[config.mk]
export PLATFORM = sky130hd
export DESIGN_NAME = brle_cfg
export DESIGN_NICKNAME = d
export VERILOG_FILES = /design/src/sv/brle_pkg.sv /design/src/sv/brle_cfg.sv
export SDC_FILE = /design/constraint.sdc
export NUM_CORES = 1
export LEC_CHECK = 0
export CORE_MARGIN = 3
export CORE_UTILIZATION = 50
export CTS_CLUSTER_SIZE = 40
export DETAILED_ROUTE_END_ITERATION = 6
export DONT_BUFFER_PORTS = 1
export PLACE_DENSITY = 0.71
export SLEW_MARGIN = 20
export SYNTH_ARGS = -nofsm -noshare
export SYNTH_HDL_FRONTEND = slang
export SYNTH_SLANG_ARGS = --single-unit
export TNS_END_PERCENT = 5
[constraint.sdc]
create_clock -name clk -period 1 [get_ports clk]
set_input_delay 0.2 -clock clk [delete_from_list [all_inputs] [get_ports clk]]
set_output_delay 0.2 -clock clk [all_outputs]
set_load 0.01 [all_outputs]
[src/sv/brle_pkg.sv]
`timescale 1ns / 1ps
// ----------------------------------------------------------------------------
// Row run-length encoder package
// Shared types and constants: register indexes, channel payloads and the
// bundle of results that one pixel produces.
// ----------------------------------------------------------------------------
package brle_pkg;

	localparam int CFG_W  = 13;	// width of a configuration register
	localparam int CNT_W  = 25;	// width of the image byte and light counters
	localparam int CODE_W = 8;	// width of one run code
	localparam int IDX_W  = 1;	// width of a register index
	localparam int MAX_RES = 3;	// most results one pixel can produce
	localparam int QDEPTH = 16;	// result queue depth
	localparam int QAW    = $clog2(QDEPTH);

	typedef enum logic [IDX_W-1:0] {
		REG_IMAGE_WIDTH  = 1'b0,
		REG_IMAGE_HEIGHT = 1'b1
	} reg_idx_t;

	typedef struct packed {
		logic pixel_light;
	} pix_t;

	typedef struct packed {
		logic signed [CODE_W-1:0] code_byte;
		logic                     last;
		logic [CNT_W-1:0]         total_bytes;
		logic [CNT_W-1:0]         light_total;
	} res_t;

	// Results produced by one pixel, packed from entry 0 upward.
	typedef struct packed {
		logic [1:0]         cnt;
		res_t [MAX_RES-1:0] ent;
	} push_t;

endpackage

[src/sv/brle_cfg.sv]
`timescale 1ns / 1ps
// ----------------------------------------------------------------------------
// Configuration registers
// Holds the image width and height, already limited to 1..MAX_SIDE.
// ----------------------------------------------------------------------------
module brle_cfg #(
	parameter int MAX_SIDE = 4096,
	parameter int SW       = 13
) (
	input  logic                         clk,
	input  logic                         arst_n,
	input  logic                         cfg_we,
	input  logic [brle_pkg::IDX_W-1:0]   cfg_index,
	input  logic [brle_pkg::CFG_W-1:0]   cfg_wdata,
	output logic [SW-1:0]                width_q,
	output logic [SW-1:0]                height_q
);
	import brle_pkg::*;

	logic [SW-1:0] lim_d;

	// Zero counts as one, anything above the maximum saturates.
	always_comb begin
		if (cfg_wdata == '0) begin
			lim_d = SW'(1);
		end else if (32'(cfg_wdata) > MAX_SIDE) begin
			lim_d = SW'(MAX_SIDE);
		end else begin
			lim_d = SW'(cfg_wdata);
		end
	end

	always_ff @(posedge clk or negedge arst_n) begin
		if (!arst_n) begin
			width_q  <= SW'(1);
			height_q <= SW'(1);
		end else if (cfg_we) begin
			unique case (reg_idx_t'(cfg_index))
				REG_IMAGE_WIDTH:  width_q  <= lim_d;
				REG_IMAGE_HEIGHT: height_q <= lim_d;
				default: ;
			endcase
		end
	end
endmodule

==> reports/results.ini <==
[synth]
yosys_warnings = 0
synth_cell_type_count = 16
syn_nets = 118
synth_area_leaders = dfrtp_1, o21ai_1, nand2_1, nand2b_1, dfstp_2
synth-xor-area-share_pct = 0
muxShareOfSynthArea_pct = 2.16
syn_area_per_cell_sq_um = 10.3
synth.largest_area_cell = dfrtp_1
synth_top_family_by_area = simple AND/OR/NAND/NOR gates
synth_top_area_share_pct = 57.6
synth-compound-area-share_pct = 13.2
async_flop_share_pct = 100
synth-edff-count = 0
syn-cell-area_sq_um = 1040
ys_ff_latch = 26
synth-simple-area-share_pct = 19.3
syn_inst = 101
ys.flop_type = dfrtp_1
synthAdderAreaFrac_pct = 0
seq_area_frac_synth_pct = 62.7

[sta]
hold_viol_final = 0
fin_worst_skew_ns = 0
slew_headroom_pct = 80.9
drv_slew = 0
max_freq_mhz = 901
grt_setup_unrepaired = true
period_needed_ns = 1.11
worstMarginPinSlew_ns = 0.284
fin_crit_sh_pct = 111
finalSetupViolCount = 2
fin_ws_ns = -0.109
fin_setup_tns_ns = -0.211

[global_route]
use_met1_pct = 22.0
grt_pass1_wl_um = 3840
grt_pass1_vias = 843
grt_overflow = 0
grt_use_total_pct = 19.6
grtUsageMet2_pct = 34.1
antenna_found_initial = 0
grt_max_degree = 27
top_usage_layer = met2
grtUsageMet3_pct = 6.59

[floorplanning]
die_y_um = 51.7
start_util_pct = 56.7
ios = 43
die_w_um = 51.7
dieArea_sq_um = 2670
num_rows = 15
core_area_sq_um = 1840

[cts]
cts_tree = built
cts.sinks = 26
path_clk_slew_ns = 0.13
cts_buffers = 3
cts_root_buf = clkbuf_4
ctsHtreeMaxLevel = 1
clockBufferDepth = 2
cts_setup_buffers = 0
clk_latency_ns = 0.31

[detailed_routing]
viasPerCell = 5.77
dr_total_vias = 761
ant_nets = 0
drt_wl_total_um = 2340
drc = 0
wl_per_cell_um = 17.7
first_pass_iters = 4
drt_iter0_drc = 17

[setup_path]
critical_path_arrival_ns = 0.91
crit_required_ns = 0.80
path_max_fanout = 2
startpoint_type = flip-flop
cp-startpoint = height_q[0]
path_class = reg2out
r2r-start = width_q[0]
crit_path_end_kind = primary output

[final_layout]
layout_commonest_cell = dfrtp_1
nFillCells = 148
postLayoutCellArea_sq_um = 1150
antenna_cells = 0
drive_above_1_share_pct = 10.3
utilization_pct = 62.7
final_cell_mix = dfrtp_1, nand2_1, o21ai_1
area_growth_pct = 10.6
fin_cells = 132
nets = 126

[pwr]
p_total_mw = 1.95
p_leak_nw = 0.505
p_per_area_nw_per_um2 = 1690
ir_worst_vdd_uv = 1110

[outcome]
violations = negative setup slack
status = finished, violations left

[run]
maxCapViolations = 0

[placement]
placed_area_sq_um = 1080
gp_congestion = 0.702
dp.cells = 125
dp_hpwl_um = 1690
io_buffers = 0

[hold_path]
min_path_type = in2reg
min-delay-start = cfg_wdata[12]

Yosys cell counts (all sizes together), types with 2 or more instances:
| cell | number |
|---|---|
| dfstp | 2 |
| dfrtp | 24 |
| a21oi | 2 |
| nor4 | 2 |
| a41oi | 2 |
| nand2 | 23 |
| o21ai | 22 |
| buf | 4 |
| nand2b | 13 |
| mux2 | 2 |
path summary, 6_finish.rpt:
check / endpoint / slack (ns) / cells past startpoint
setup / recovery: height_q[0] / -0.11 / 0
hold / removal: width_q[12] / 0.008 / 1
setup reg to reg: width_q[0] / 0.09 / 2
hold reg to reg: width_q[1] / 0.57 / 2
max in group asynchronous: width_q[0] / 0.47 / 2
min in group asynchronous: width_q[3] / 0.30 / 2
where the power goes:
| group | internal (mW) | leakage [nW] | total, mW | switching, mW |
|---|---|---|---|---|
| logic | 0.0949 | 0.159 | 0.212 | 0.117 |
| clock network | 0.141 | 0.0138 | 0.430 | 0.289 |
| registers | 1.17 | 0.332 | 1.31 | 0.137 |
| total | 1.41 | 0.505 | 1.95 | 0.543 |
area by class of cell:
cell class / instances / area, sq um / share of cell area (%)
Sequential cell: 26 / 653 / 56.7
Timing Repair Buffer: 8 / 80.1 / 6.95
Inverter: 1 / 3.75 / 0.326
Clock buffer: 3 / 22.5 / 1.95
Multi-Input combinational cell: 69 / 362 / 31.4
Tap cell: 25 / 31.3 / 2.71
what timing repair did:
item | in CTS | in global routing
resized for setup | 0 | 0
hold buffers | 4 | 0
setup endpoints to repair | 2 | 2
hold endpoints to repair | 28 | 0
flip-flops by register name, indices dropped and copies added, names as in the netlist:
register,count
height_q,13
width_q,13
layer usage:
metal,routed length (um),part of all wire (%)
met1,895,38
met2,1140,49
met3,259,11
met4,44,1.9
met5,0,0
metrics by stage:
step	setup slack (ns)	hold WS, ns
after floorplan	0.137	-0.0956
after global placement	0.0174	-0.0951
after detailed placement	-0.0736	-0.0950
after CTS	-0.112	0.00441
after global routing	-0.135	0.0125
final	-0.109	0.00752
worst reg2reg max path, cell delays in order, from the launching register on:
cell and delay, ns:
dfstp_2 0.59, a21oi_1 0.06, a41oi_1 0.19
cells by family (layout without fill, tap and decap cells):
family,Yosys count,in the layout
buf+inv,6,12
compound gates,26,26
simple gates,41,41
flops,26,26
mux,2,2
No activity file was read; power rests on OpenSTA's default activity.
