File: src/sv/brle_pkg.sv
`timescale 1ns / 1ps
// ----------------------------------------------------------------------------
// Row run-length encoder package
// Shared types and constants: register indexes, channel payloads and the
// bundle of results that one pixel produces.
// ----------------------------------------------------------------------------
package brle_pkg;

	localparam int CFG_W  = 13;	// width of a configuration register
	localparam int CNT_W  = 25;	// width of the image byte and light counters
	localparam int CODE_W = 8;	// width of one run code
	localparam int IDX_W  = 1;	// width of a register index
	localparam int MAX_RES = 3;	// most results one pixel can produce
	localparam int QDEPTH = 16;	// result queue depth
	localparam int QAW    = $clog2(QDEPTH);

	typedef enum logic [IDX_W-1:0] {
		REG_IMAGE_WIDTH  = 1'b0,
		REG_IMAGE_HEIGHT = 1'b1
	} reg_idx_t;

	typedef struct packed {
		logic pixel_light;
	} pix_t;

	typedef struct packed {
		logic signed [CODE_W-1:0] code_byte;
		logic                     last;
		logic [CNT_W-1:0]         total_bytes;
		logic [CNT_W-1:0]         light_total;
	} res_t;

	// Results produced by one pixel, packed from entry 0 upward.
	typedef struct packed {
		logic [1:0]         cnt;
		res_t [MAX_RES-1:0] ent;
	} push_t;

endpackage

File: src/sv/brle_stream_if.sv
`timescale 1ns / 1ps
// ----------------------------------------------------------------------------
// Stream channel interface
// Valid/ready channel carrying one payload of type T per transaction.
// ----------------------------------------------------------------------------
interface brle_stream_if #(parameter type T = logic) ();
	logic valid;
	logic ready;
	T     data;

	modport source (output valid, output data, input ready);
	modport sink (input valid, input data, output ready);
endinterface

File: src/sv/brle_fifo.sv
`timescale 1ns / 1ps
// ----------------------------------------------------------------------------
// Result queue
// Takes up to three results per cycle and hands out one per transaction.
// ----------------------------------------------------------------------------
module brle_fifo (
	input  logic            clk,
	input  logic            arst_n,
	input  brle_pkg::push_t push,
	output logic            room,
	brle_stream_if.source   codes
);
	import brle_pkg::*;

	res_t           mem_q [QDEPTH];
	logic [QAW-1:0] wr_ptr_q;
	logic [QAW-1:0] rd_ptr_q;
	logic [QAW:0]   count_q;
	logic           rd;

	assign rd          = codes.valid && codes.ready;
	assign codes.valid = count_q != '0;
	assign codes.data  = mem_q[rd_ptr_q];
	// Space for the pixel in the input register and for one more.
	assign room        = count_q <= (QAW+1)'(QDEPTH - 2 * MAX_RES);

	always_ff @(posedge clk) begin
		for (int i = 0; i < MAX_RES; i++) begin
			if (2'(i) < push.cnt) begin
				mem_q[wr_ptr_q + QAW'(i)] <= push.ent[i];
			end
		end
	end

	always_ff @(posedge clk or negedge arst_n) begin
		if (!arst_n) begin
			wr_ptr_q <= '0;
			rd_ptr_q <= '0;
			count_q  <= '0;
		end else begin
			wr_ptr_q <= wr_ptr_q + QAW'(push.cnt);
			rd_ptr_q <= rd_ptr_q + QAW'(rd);
			count_q  <= count_q + (QAW+1)'(push.cnt) - (QAW+1)'(rd);
		end
	end
endmodule

File: src/flat_wrapper.sv
// flat-port wrapper written by rule: the top's interface ports become plain ports
module brle_fifo_flat import brle_pkg::*;
  (clk, arst_n, push, room, codes_valid, codes_data, codes_ready);
  brle_stream_if codes_i ();
  input  logic clk;
  input  logic arst_n;
  input  brle_pkg::push_t push;
  output logic room;
  output wire logic [$bits(codes_i.valid)-1:0] codes_valid;
  output wire logic [$bits(codes_i.data)-1:0] codes_data;
  input wire logic [$bits(codes_i.ready)-1:0] codes_ready;
  assign codes_valid = codes_i.valid;
  assign codes_data = codes_i.data;
  assign codes_i.ready = codes_ready;
  brle_fifo u_core (.clk(clk), .arst_n(arst_n), .push(push), .room(room), .codes(codes_i));
endmodule
File: config.mk
export PLATFORM = sky130hd
export DESIGN_NAME = brle_fifo_flat
export DESIGN_NICKNAME = d
export VERILOG_FILES = /design/src/sv/brle_pkg.sv /design/src/sv/brle_stream_if.sv /design/src/sv/brle_fifo.sv /design/src/flat_wrapper.sv
export SDC_FILE = /design/constraint.sdc
export NUM_CORES = 1
export LEC_CHECK = 0
export BUFFER_PORTS_ARGS = -buffer_cell sky130_fd_sc_hd__buf_2
export CAP_MARGIN = 10
export CORE_MARGIN = 1
export CORE_UTILIZATION = 24
export CTS_BUF_LIST = sky130_fd_sc_hd__clkbuf_4 sky130_fd_sc_hd__clkbuf_8
export CTS_CLUSTER_SIZE = 25
export DETAILED_ROUTE_END_ITERATION = 16
export SYNTH_ARGS = -nofsm -noshare
export SYNTH_HDL_FRONTEND = slang
export SYNTH_SLANG_ARGS = --single-unit
File: constraint.sdc
create_clock -name clk -period 3 [get_ports clk]
set_input_delay 0.15 -clock clk [delete_from_list [all_inputs] [get_ports clk]]
set_output_delay 0.15 -clock clk [all_outputs]
set_load 0.02 [all_outputs]
==> results.json, run 1 <==
{
  "cp.required_ns": 3.01,
  "vias_per_cell": 5.30,
  "synth_top_area_cell": "edfxtp_1",
  "drv_slew": 0,
  "path_common_cell": "o221ai_1",
  "crit-reg2reg-launch": "u_core.wr_ptr_q[1]$_DFF_PN0_",
  "combinationalPowerShare_pct": 56.9,
  "start_kind": "register",
  "drc_errors": 0,
  "p_leak_nw": 0.876,
  "row_count": 33,
  "timing.max_cap.violations": 0,
  "cts_resized": 0,
  "ys_seq_area_share_pct": 39.0,
  "drive_gt1_share_pct": 13.0,
  "nets": 412,
  "max-slew-margin-rel_pct": 36.2,
  "core_region_area_um2": 8260,
  "crit_type": "reg -> reg",
  "post-route-period-util_pct": 82.6,
  "boundaryPins": 185,
  "syn_to_final_growth_pct": 11.9,
  "overflow": 0,
  "min_from": "push[177]",
  "p_seq_share_pct": 30.2,
  "p_total_w": 0.00244,
  "dr_total_vias": 1696,
  "routed_wl_um": 4630,
  "synth_area_leaders": "edfxtp_1 (23%), dfrtp_1 (16%), ha_1 (8.5%), o221ai_1 (6.4%), o21ai_0 (4.8%)",
  "dp_slack_ns": 0.524,
  "grt.total_usage_pct": 11.2,
  "clock_path_buffers": 2,
  "numCtsBuffers": 5,
  "grt_max_degree": 19,
  "startpoint": "u_core.wr_ptr_q[1]$_DFF_PN0_",
  "end_kind": "register",
  "cp_max_fo": 12,
  "hold_path.class": "in -> reg",
  "synth_flop_cell": "edfxtp_1",
  "dp_hpwl_um": 3560,
  "worst_pin_slew_ns": 0.950,
  "crit_family": "XOR/XNOR gates",
  "cts.reportedPaths.clkPinSlew_ns": 0.06,
  "grt_setup_unrepaired": "no",
  "critical_path_buf_inv_count": 0,
  "ant_nets": 0,
  "start_util_pct": 25.0,
  "first_pass_iters": 5,
  "cts_root_buf": "clkbuf_8",
  "antenna_cells": 0,
  "die_h_um": 94.8,
  "p_per_area_nw_per_um2": 1060,
  "peakVddDrop_v": 0.000285,
  "slowest_delay_ns": 0.79,
  "hold_viol": 0,
  "internal_power_w": 0.00130,
  "placement.io_buffers": 10,
  "cp_cell_sequence": "ha_1, xnor2_1, nand2_1, o221ai_1, o221ai_1",
  "fin_skew_ns": 0.00574,
  "drt_iter0_drc": 123,
  "arrival_ns": 2.48,
  "clkPwrFrac_pct": 12.9,
  "cts_sinks": 29,
  "ys_types": 43,
  "synth-edff-count": 16,
  "async_reset_ff_share_pct": 44.8,
  "fin_crit_ns": 2.48,
  "fin_ws_ns": 0.522,
  "tns_ns": 0,
  "outcome": "finished, final reports clean",
  "finalWeightedCongestion": 0.800,
  "ys_seq_elements": 29,
  "clock_latency_ns": 0.28,
  "syn_nets": 404,
  "syn_inst": 206,
  "cts_tree": "yes",
  "htreeDepth": 2,
  "yosys_warnings": 0,
  "die_area_um2": 8990,
  "synth.avg_cell_area_um2": 10.0,
  "grt_pass1_wl_um": 7710,
  "finalSetupViolCount": 0,
  "crit_slowest_cell": "xnor2_1",
  "p_sw_w": 0.00114,
  "netlist_area_um2": 2070,
  "p_sw_share_pct": 46.8,
  "antenna_found_initial": 0,
  "avgRoutedWirePerCell_um": 14.5,
  "fmax_ghz": 0.404,
  "grt_pass1_vias": 1557,
  "yosysTopAreaCellShare_pct": 23.2,
  "die_width_um": 94.8
}
path summary, 6_finish.rpt:
| path | endpoint | slack (ns) | depth (start not counted) |
|---|---|---|---|
| max in group asynchronous | u_core.wr_ptr_q[0]$_DFF_PN0_ | 2.47 | 2 |
| min | u_core.count_q[0]$_DFF_PN0_ | 0.23 | 2 |
| min in group asynchronous | u_core.count_q[3]$_DFF_PN0_ | 0.29 | 2 |
| min reg2reg | u_core.rd_ptr_q[2]$_DFF_PN0_ | 0.53 | 1 |
| max | u_core.mem_q[7][0]$_DFFE_PP_ | 0.52 | 5 |
| max reg2reg | u_core.mem_q[7][0]$_DFFE_PP_ | 0.52 | 5 |
power groups by stage:
stage / logic (W) / clock network, W / registers (W)
after global routing: 0.00154 / 0.000345 / 0.000764
final: 0.00139 / 0.000315 / 0.000738
after CTS: 0.00139 / 0.000326 / 0.000742
after global placement: 0.00134 / 0 / 0.000745
after detailed placement: 0.00138 / 0 / 0.000751
after floorplan: 0.00110 / 0 / 0.000686
through the flow:
stage                     util, %  cell area (um2)  std cells  hold slack (ns)
after global routing         28.0             2310        320            0.243
after CTS                    28.0             2310        320            0.226
after floorplan                 -             2070        206           -0.146
final                        28.0             2310        320            0.233
after global placement       26.8             2220        311           0.0628
after detailed placement     26.8             2220        311           0.0638
cells in the final DEF (no fill, tap or decap), types with 2 or more instances in the layout:
cell	count
buf_4	3
nand3_1	5
o21ai_0	20
nand2b_1	2
clkinv_2	2
ha_1	14
dfrtp_1	13
nor2_1	3
o211ai_1	6
or3_1	2
edfxtp_1	16
and2_1	4
and4_1	3
o22ai_1	10
a22oi_1	2
nand4_1	4
xor2_1	3
a21oi_1	3
a21o_1	2
xnor2_1	6
buf_2	10
o221ai_1	15
o2bb2ai_1	2
nand2_1	13
inv_1	19
clkbuf_8	5
fa_1	2
nor2b_1	5
mux4_2	4
what timing repair did:
item,CTS,global route
endpoints found under the setup margin,0,0
hold buffers,1,0
endpoints found under the hold margin,13,0
setup buffers,0,0
layer usage:
layer | global-route usage [%] | wire length, um
met4 | 4.42 | 75
met5 | 0 | 0
met3 | 2.82 | 276
met2 | 17.2 | 2170
met1 | 14.9 | 2110
flip-flops by register name (all words and copies together), names as in the netlist:
register,cells
u_core.mem_q,16
u_core.count_q,5
u_core.rd_ptr_q,4
u_core.wr_ptr_q,4
cell usage after synthesis, types with 2 or more instances:
cell type	n
o21ai_0	20
inv_1	19
edfxtp_1	16
o221ai_1	15
ha_1	14
dfrtp_1	13
nand2_1	13
o22ai_1	10
clkbuf_1	7
o211ai_1	6
xnor2_1	6
buf_2	5
nand3_1	5
nor2b_1	5
and2_1	4
mux4_2	4
nand4_1	4
a21oi_1	3
and4_1	3
nor2_1	3
xor2_1	3
a21o_1	2
a22oi_1	2
fa_1	2
nand2b_1	2
o2bb2ai_1	2
or3_1	2
cell families (layout without fill, tap and decap cells):
kind of cell | count (synthesis) | in the layout | synth area share, %
and+or+nand+nor | 46 | 46 | 12.5
DFF | 29 | 29 | 39.0
buffers and inverters | 32 | 41 | 6.11
muxes | 5 | 5 | 4.84
AOI/OAI and AO/OA | 68 | 68 | 22.5
adders and majority gates | 16 | 16 | 10.4
xor gates and xnor gates | 10 | 10 | 4.60
cell type report:
type	instances	area, um2
multi-input cells	145	1130
flip-flops and latches	29	806
fillers	888	5950
well taps	105	131
repair buffers	14	82.6
clock buffers	6	76.3
inverters	19	71.3
clock inverters	2	10.0
worst reg2reg max path, delay by kind of cell (launching register included):
family,cells,cell delay [ns]
XOR/XNOR,1,0.79
AO/OA/AOI/OAI,2,0.41
flip-flops,1,0.38
AND/OR/NAND/NOR,1,0.35
adder cells (fa/ha/maj),1,0.28
Power figures use the tool's default switching activity.
==> inputs of run 2 (changes only) <==
==> constraint.sdc (replaced) <==
create_clock -name clk -period 2.4 [get_ports clk]
set_input_delay 0.12 -clock clk [delete_from_list [all_inputs] [get_ports clk]]
set_output_delay 0.12 -clock clk [all_outputs]
set_load 0.02 [all_outputs]
==> run 2 against run 1 <==
Global-route usage up 0.17 points. Highest routed layer unchanged. Clock skew up 0.0096 ns. Largest cell class unchanged. Via count down 0.53%. Count of clock-buffer cells in the layout down 1. Worst hold slack worse by 0.048 ns. Cell count up 2.5%. Critical path type unchanged. Non-clock buffer count up 8. Routed wire length up 5.1%. Combinational power up 40%. Flip-flop and latch count unchanged. Register-to-register slack worse by 0.42 ns. Critical path depth up 8.
==> results.json, run 2 (synthesis results as in run 1) <==
{
  "grt_max_degree": 19,
  "crit_slowest_cell": "dfrtp_1",
  "first_pass_iters": 5,
  "hold_viol": 0,
  "grt_pass1_vias": 1508,
  "cts_tree": "yes",
  "arrival_ns": 2.51,
  "crit_type": "reg -> reg",
  "largest_reg_flops": 16,
  "crit_family": "adder cells",
  "vias_per_cell": 5.14,
  "r2r-end": "u_core.count_q[4]$_DFF_PN0_",
  "top_register": "u_core.mem_q",
  "numCtsBuffers": 5,
  "finalWeightedCongestion": 0.898,
  "cts_sinks": 29,
  "tns_ns": 0,
  "final_cells": 328,
  "p_sw_share_pct": 46.6,
  "end_kind": "register",
  "avgRoutedWirePerCell_um": 14.8,
  "internal_power_w": 0.00173,
  "cp_cell_sequence": "inv_2, ha_4, nand4_1, and2_4, ha_4, inv_1, ha_2, inv_2, fa_2, inv_2, a21oi_2, o21bai_1, xor2_1",
  "fin_skew_ns": 0.0153,
  "die_width_um": 94.8,
  "clock_path_buffers": 2,
  "top_regs": "u_core.mem_q: 16 flops, u_core.count_q: 5 flops",
  "outcome": "finished, final reports clean",
  "cts_root_buf": "clkbuf_8",
  "die_h_um": 94.8,
  "min_from": "push[177]",
  "overflow": 0,
  "path_depth": 13,
  "timing.max_cap.violations": 0,
  "p_sw_w": 0.00151,
  "cp.required_ns": 2.61,
  "reg2reg_depth": 13,
  "antenna_cells": 0,
  "place_inst": 313,
  "crit-reg2reg-launch": "u_core.count_q[2]$_DFF_PN0_",
  "htreeDepth": 2,
  "final_common_cell": "o21ai_0",
  "grt.total_usage_pct": 11.3,
  "syn_to_final_growth_pct": 16.5,
  "start_util_pct": 25.0,
  "row_count": 33,
  "drv_slew": 0,
  "p_leak_nw": 0.907,
  "finalSetupViolCount": 0,
  "cts.reportedPaths.clkPinSlew_ns": 0.08,
  "post-route-period-util_pct": 95.9,
  "dr_total_vias": 1687,
  "fmax_ghz": 0.434,
  "placement.io_buffers": 10,
  "dp_hpwl_um": 3530,
  "boundaryPins": 185,
  "path_common_cell": "inv_2",
  "p_per_area_nw_per_um2": 1350,
  "cp_max_fo": 3,
  "dpl-instance-area_um2": 2230,
  "startpoint": "u_core.count_q[2]$_DFF_PN0_",
  "peakVddDrop_v": 0.000636,
  "ant_nets": 0,
  "crit_path_end": "u_core.count_q[4]$_DFF_PN0_",
  "fillers": 872,
  "routed_wl_um": 4860,
  "drc_errors": 0,
  "stdcell_area_um2": 2410,
  "r2r_slack_ns": 0.1,
  "combinationalPowerShare_pct": 59.6,
  "critical_path_buf_inv_count": 4,
  "clkPwrFrac_pct": 12.5,
  "start_kind": "register",
  "fin_crit_ns": 2.30,
  "drive_gt1_share_pct": 20.6,
  "max-slew-margin-rel_pct": 63.0,
  "worst_pin_slew_ns": 0.549,
  "slowest_delay_ns": 0.41,
  "nets": 420,
  "grt_pass1_wl_um": 7780,
  "p_seq_share_pct": 27.9,
  "core_region_area_um2": 8260,
  "antenna_found_initial": 0,
  "drt_iter0_drc": 108,
  "mostFrequentLayoutCells": "o21ai_0 (20), edfxtp_1 (16), inv_1 (15), o221ai_1 (15)",
  "clock_latency_ns": 0.29,
  "final_util_pct": 29.2,
  "die_area_um2": 8990,
  "hold_path.class": "in -> reg"
}
run 2: changes by cell type in the layout (fill, tap and decap cells not counted), sizes merged:
cell      delta
clkinvlp     +1
clkbuf       -1
buf          +8
run 2: cell type report:
| cell class | instances | area, um2 | share of cell area, % |
|---|---|---|---|
| clock inverter | 3 | 17.5 | 0.727 |
| timing repair buffer | 22 | 143 | 5.92 |
| sequential | 29 | 806 | 33.5 |
| tap | 105 | 131 | 5.45 |
| clock buffer | 5 | 68.8 | 2.86 |
| inverter | 19 | 71.3 | 2.96 |
| multi-input combinational | 145 | 1170 | 48.6 |
run 2: how the worst min path moves through the flow:
stage,endpoint,slack (ns),cells after the start
after floorplan,u_core.count_q[0]$_DFF_PN0_,-0.18,0
after global placement,u_core.count_q[4]$_DFF_PN0_,0.03,1
after detailed placement,u_core.count_q[4]$_DFF_PN0_,0.04,1
after CTS,u_core.wr_ptr_q[0]$_DFF_PN0_,0.18,2
after global routing,u_core.wr_ptr_q[0]$_DFF_PN0_,0.21,2
final,u_core.wr_ptr_q[0]$_DFF_PN0_,0.19,2
run 2: per-stage QoR:
step / power [W] / worst slack [ns] / hold slack, ns
floorplan: 0.00224 / 0.0493 / -0.176
global placement: 0.00266 / 0.109 / 0.0336
detailed placement: 0.00269 / 0.0833 / 0.0375
CTS: 0.00311 / 0.0493 / 0.178
global route: 0.00351 / -0.0287 / 0.206
finish: 0.00325 / 0.0984 / 0.186
run 2: power by group through the flow:
stage / clock network, W / registers (W) / logic, W
3_5_place_dp: 0 / 0.000922 / 0.00177
4_1_cts: 0.000415 / 0.000911 / 0.00178
5_1_grt: 0.000433 / 0.000927 / 0.00215
6_report: 0.000406 / 0.000905 / 0.00194
3_3_place_gp: 0 / 0.000908 / 0.00175
2_1_floorplan: 0 / 0.000860 / 0.00138
run 2: what timing repair did:
action	4_1_cts	5_1_grt
setup buffers	0	6
gates resized for setup	0	9
hold endpoints to repair	13	0
setup endpoints to repair	0	1
hold buffers	1	0
run 2: worst reg2reg max path, delay by kind of cell, from the launching register on:
kind | cells | cell delay [ns]
buf+inv | 4 | 0.25
compound gates | 2 | 0.20
simple gates | 2 | 0.29
fa+ha+maj | 4 | 0.91
flops | 1 | 0.41
xor+xnor | 1 | 0.16
run 2: metal layers:
| metal | share of wire, % | routed length (um) | GRT usage (%) |
|---|---|---|---|
| met4 | 1.2 | 60 | 3.41 |
| met2 | 45 | 2210 | 16.3 |
| met1 | 46 | 2250 | 16.5 |
| met3 | 7.0 | 340 | 2.82 |
| met5 | 0 | 0 | 0 |
==> inputs of run 3 (changes only) <==
--- a/config.mk
+++ b/config.mk
@@ -12,6 +12,7 @@
 export CTS_BUF_LIST = sky130_fd_sc_hd__clkbuf_4 sky130_fd_sc_hd__clkbuf_8
 export CTS_CLUSTER_SIZE = 25
 export DETAILED_ROUTE_END_ITERATION = 16
+export GPL_TIMING_DRIVEN = 0
 export SYNTH_ARGS = -nofsm -noshare
 export SYNTH_HDL_FRONTEND = slang
 export SYNTH_SLANG_ARGS = --single-unit
==> run 3 against run 2 <==
Setup slack better by 0.011 ns. Cell count up 1.5%. Largest cell class unchanged. Die area unchanged. First-iteration DRC count up 8.3%. Fmax up 0.49%. Global-route usage down 0.29 points. Clock power down 3%. Non-clock buffer count up 5. Combinational power down 6%. Via count down 0.83%. Design area down 1.6%. Routed wire length down 1.6%.
==> results.json, run 3 (synthesis results as in run 1) <==
{
  "min_from": "push[177]",
  "fin_crit_ns": 2.29,
  "die_width_um": 94.8,
  "startpoint": "u_core.count_q[2]$_DFF_PN0_",
  "vias_per_cell": 5.02,
  "grt.total_usage_pct": 11.0,
  "first_pass_iters": 5,
  "routed_wl_um": 4790,
  "drc_errors": 0,
  "grt_pass1_wl_um": 7490,
  "cp_cell_sequence": "inv_2, ha_1, nand4_1, and2_4, ha_1, inv_1, ha_1, inv_1, fa_2, inv_1, a21oi_1, o21bai_1, xor2_1",
  "top_register": "u_core.mem_q",
  "clock_latency_ns": 0.28,
  "grt_max_degree": 14,
  "cp_max_fo": 3,
  "largest_reg_flops": 16,
  "syn_to_final_growth_pct": 14.7,
  "boundaryPins": 185,
  "drt_iter0_drc": 117,
  "arrival_ns": 2.50,
  "ant_nets": 0,
  "peakVddDrop_v": 0.000643,
  "top_regs": "u_core.mem_q: 16 flops, u_core.count_q: 5 flops",
  "fin_ws_ns": 0.110,
  "dp_hpwl_um": 3630,
  "finalWeightedCongestion": 0.878,
  "p_leak_nw": 0.906,
  "antenna_found_initial": 0,
  "p_total_w": 0.00310,
  "mostFrequentLayoutCells": "o21ai_0 (20), inv_1 (18), edfxtp_1 (16)",
  "clock_path_buffers": 2,
  "hold_viol": 0,
  "start_util_pct": 25.0,
  "row_count": 33,
  "die_area_um2": 8990,
  "fmax_ghz": 0.437,
  "start_kind": "register",
  "overflow": 0,
  "max-slew-margin-rel_pct": 61.3,
  "drv_slew": 0,
  "slowest_delay_ns": 0.41,
  "cts.reportedPaths.clkPinSlew_ns": 0.07,
  "cts_sinks": 29,
  "antenna_cells": 0,
  "fillers": 884,
  "post-route-period-util_pct": 95.4,
  "cts_tree": "yes",
  "die_h_um": 94.8,
  "hold_path.class": "in -> reg",
  "placement.io_buffers": 10,
  "outcome": "finished, final reports clean",
  "worst_pin_slew_ns": 0.574,
  "dr_total_vias": 1673,
  "cp.required_ns": 2.61,
  "avgRoutedWirePerCell_um": 14.4,
  "dp_slack_ns": 0.0760,
  "fin_skew_ns": 0.00701,
  "final_common_cell": "o21ai_0",
  "crit_type": "reg -> reg",
  "p_per_area_nw_per_um2": 1310,
  "drive_gt1_share_pct": 15.8,
  "timing.max_cap.violations": 0,
  "crit-reg2reg-launch": "u_core.count_q[2]$_DFF_PN0_",
  "htreeDepth": 2,
  "grt_pass1_vias": 1494,
  "nets": 425,
  "cts_root_buf": "clkbuf_8",
  "finalSetupViolCount": 0,
  "crit_slowest_cell": "dfrtp_1",
  "numCtsBuffers": 5,
  "end_kind": "register",
  "core_region_area_um2": 8260
}
==> run 3: timing repair <==
action | in CTS | in global routing
hold buffers | 1 | 0
gates resized for setup | 0 | 1
setup endpoints to repair | 0 | 1
buffers inserted | 0 | 3
endpoints found under the hold margin | 13 | 0
==> run 3: final timing paths <==
kind | slack, ns | to | cells past startpoint
min in group asynchronous | 0.26 | u_core.count_q[4]$_DFF_PN0_ | 2
max reg2reg | 0.11 | u_core.count_q[4]$_DFF_PN0_ | 13
max in group asynchronous | 1.90 | u_core.wr_ptr_q[1]$_DFF_PN0_ | 2
max | 0.11 | u_core.count_q[4]$_DFF_PN0_ | 13
min | 0.19 | u_core.wr_ptr_q[0]$_DFF_PN0_ | 2
min reg2reg | 0.53 | u_core.rd_ptr_q[2]$_DFF_PN0_ | 1
==> run 3: critical path: cells and delay by family, from the launching register on <==
kind,cells,cell delay (ns)
AOI/OAI and AO/OA,2,0.24
and+or+nand+nor,2,0.26
buffers and inverters,4,0.26
DFF,1,0.41
xor gates and xnor gates,1,0.15
adders and majority gates,4,0.90
==> run 3: through the flow <==
stage                     std cells  util [%]  hold slack (ns)  cell area [um2]  setup TNS (ns)
final                           333      28.7            0.193             2370               0
after global routing            333      28.7            0.208             2370         -0.0345
after CTS                       330      28.4            0.197             2350               0
after detailed placement        321      27.3           0.0382             2250               0
after global placement          321      27.3           0.0327             2250               0
after floorplan                 206         -           -0.176             2070               0
==> run 3: area by class of cell <==
cell class	instances	area, um2	share of cell area (%)
multi-input cells	145	1140	48.1
flip-flops and latches	29	806	34.0
well taps	105	131	5.54
repair buffers	14	82.6	3.48
inverters	19	71.3	3.01
clock buffers	5	68.8	2.90
plain buffers	13	55.1	2.32
clock inverters	3	16.3	0.686
==> run 3: layer usage <==
layer	vias to the layer above	share of wire, %	track usage [%]
li1	825	-	-
met4	0	0.92	3.79
met3	4	4.1	2.17
met5	-	0	0
met1	800	48	15.1
met2	44	47	17.3
==> run 3: where the power goes <==
group / leakage, nW / internal, W / total, W / switching (W)
combinational: 0.560 / 0.000702 / 0.00182 / 0.00112
clock: 0.0482 / 0.000200 / 0.000394 / 0.000194
sequential: 0.298 / 0.000753 / 0.000890 / 0.000138
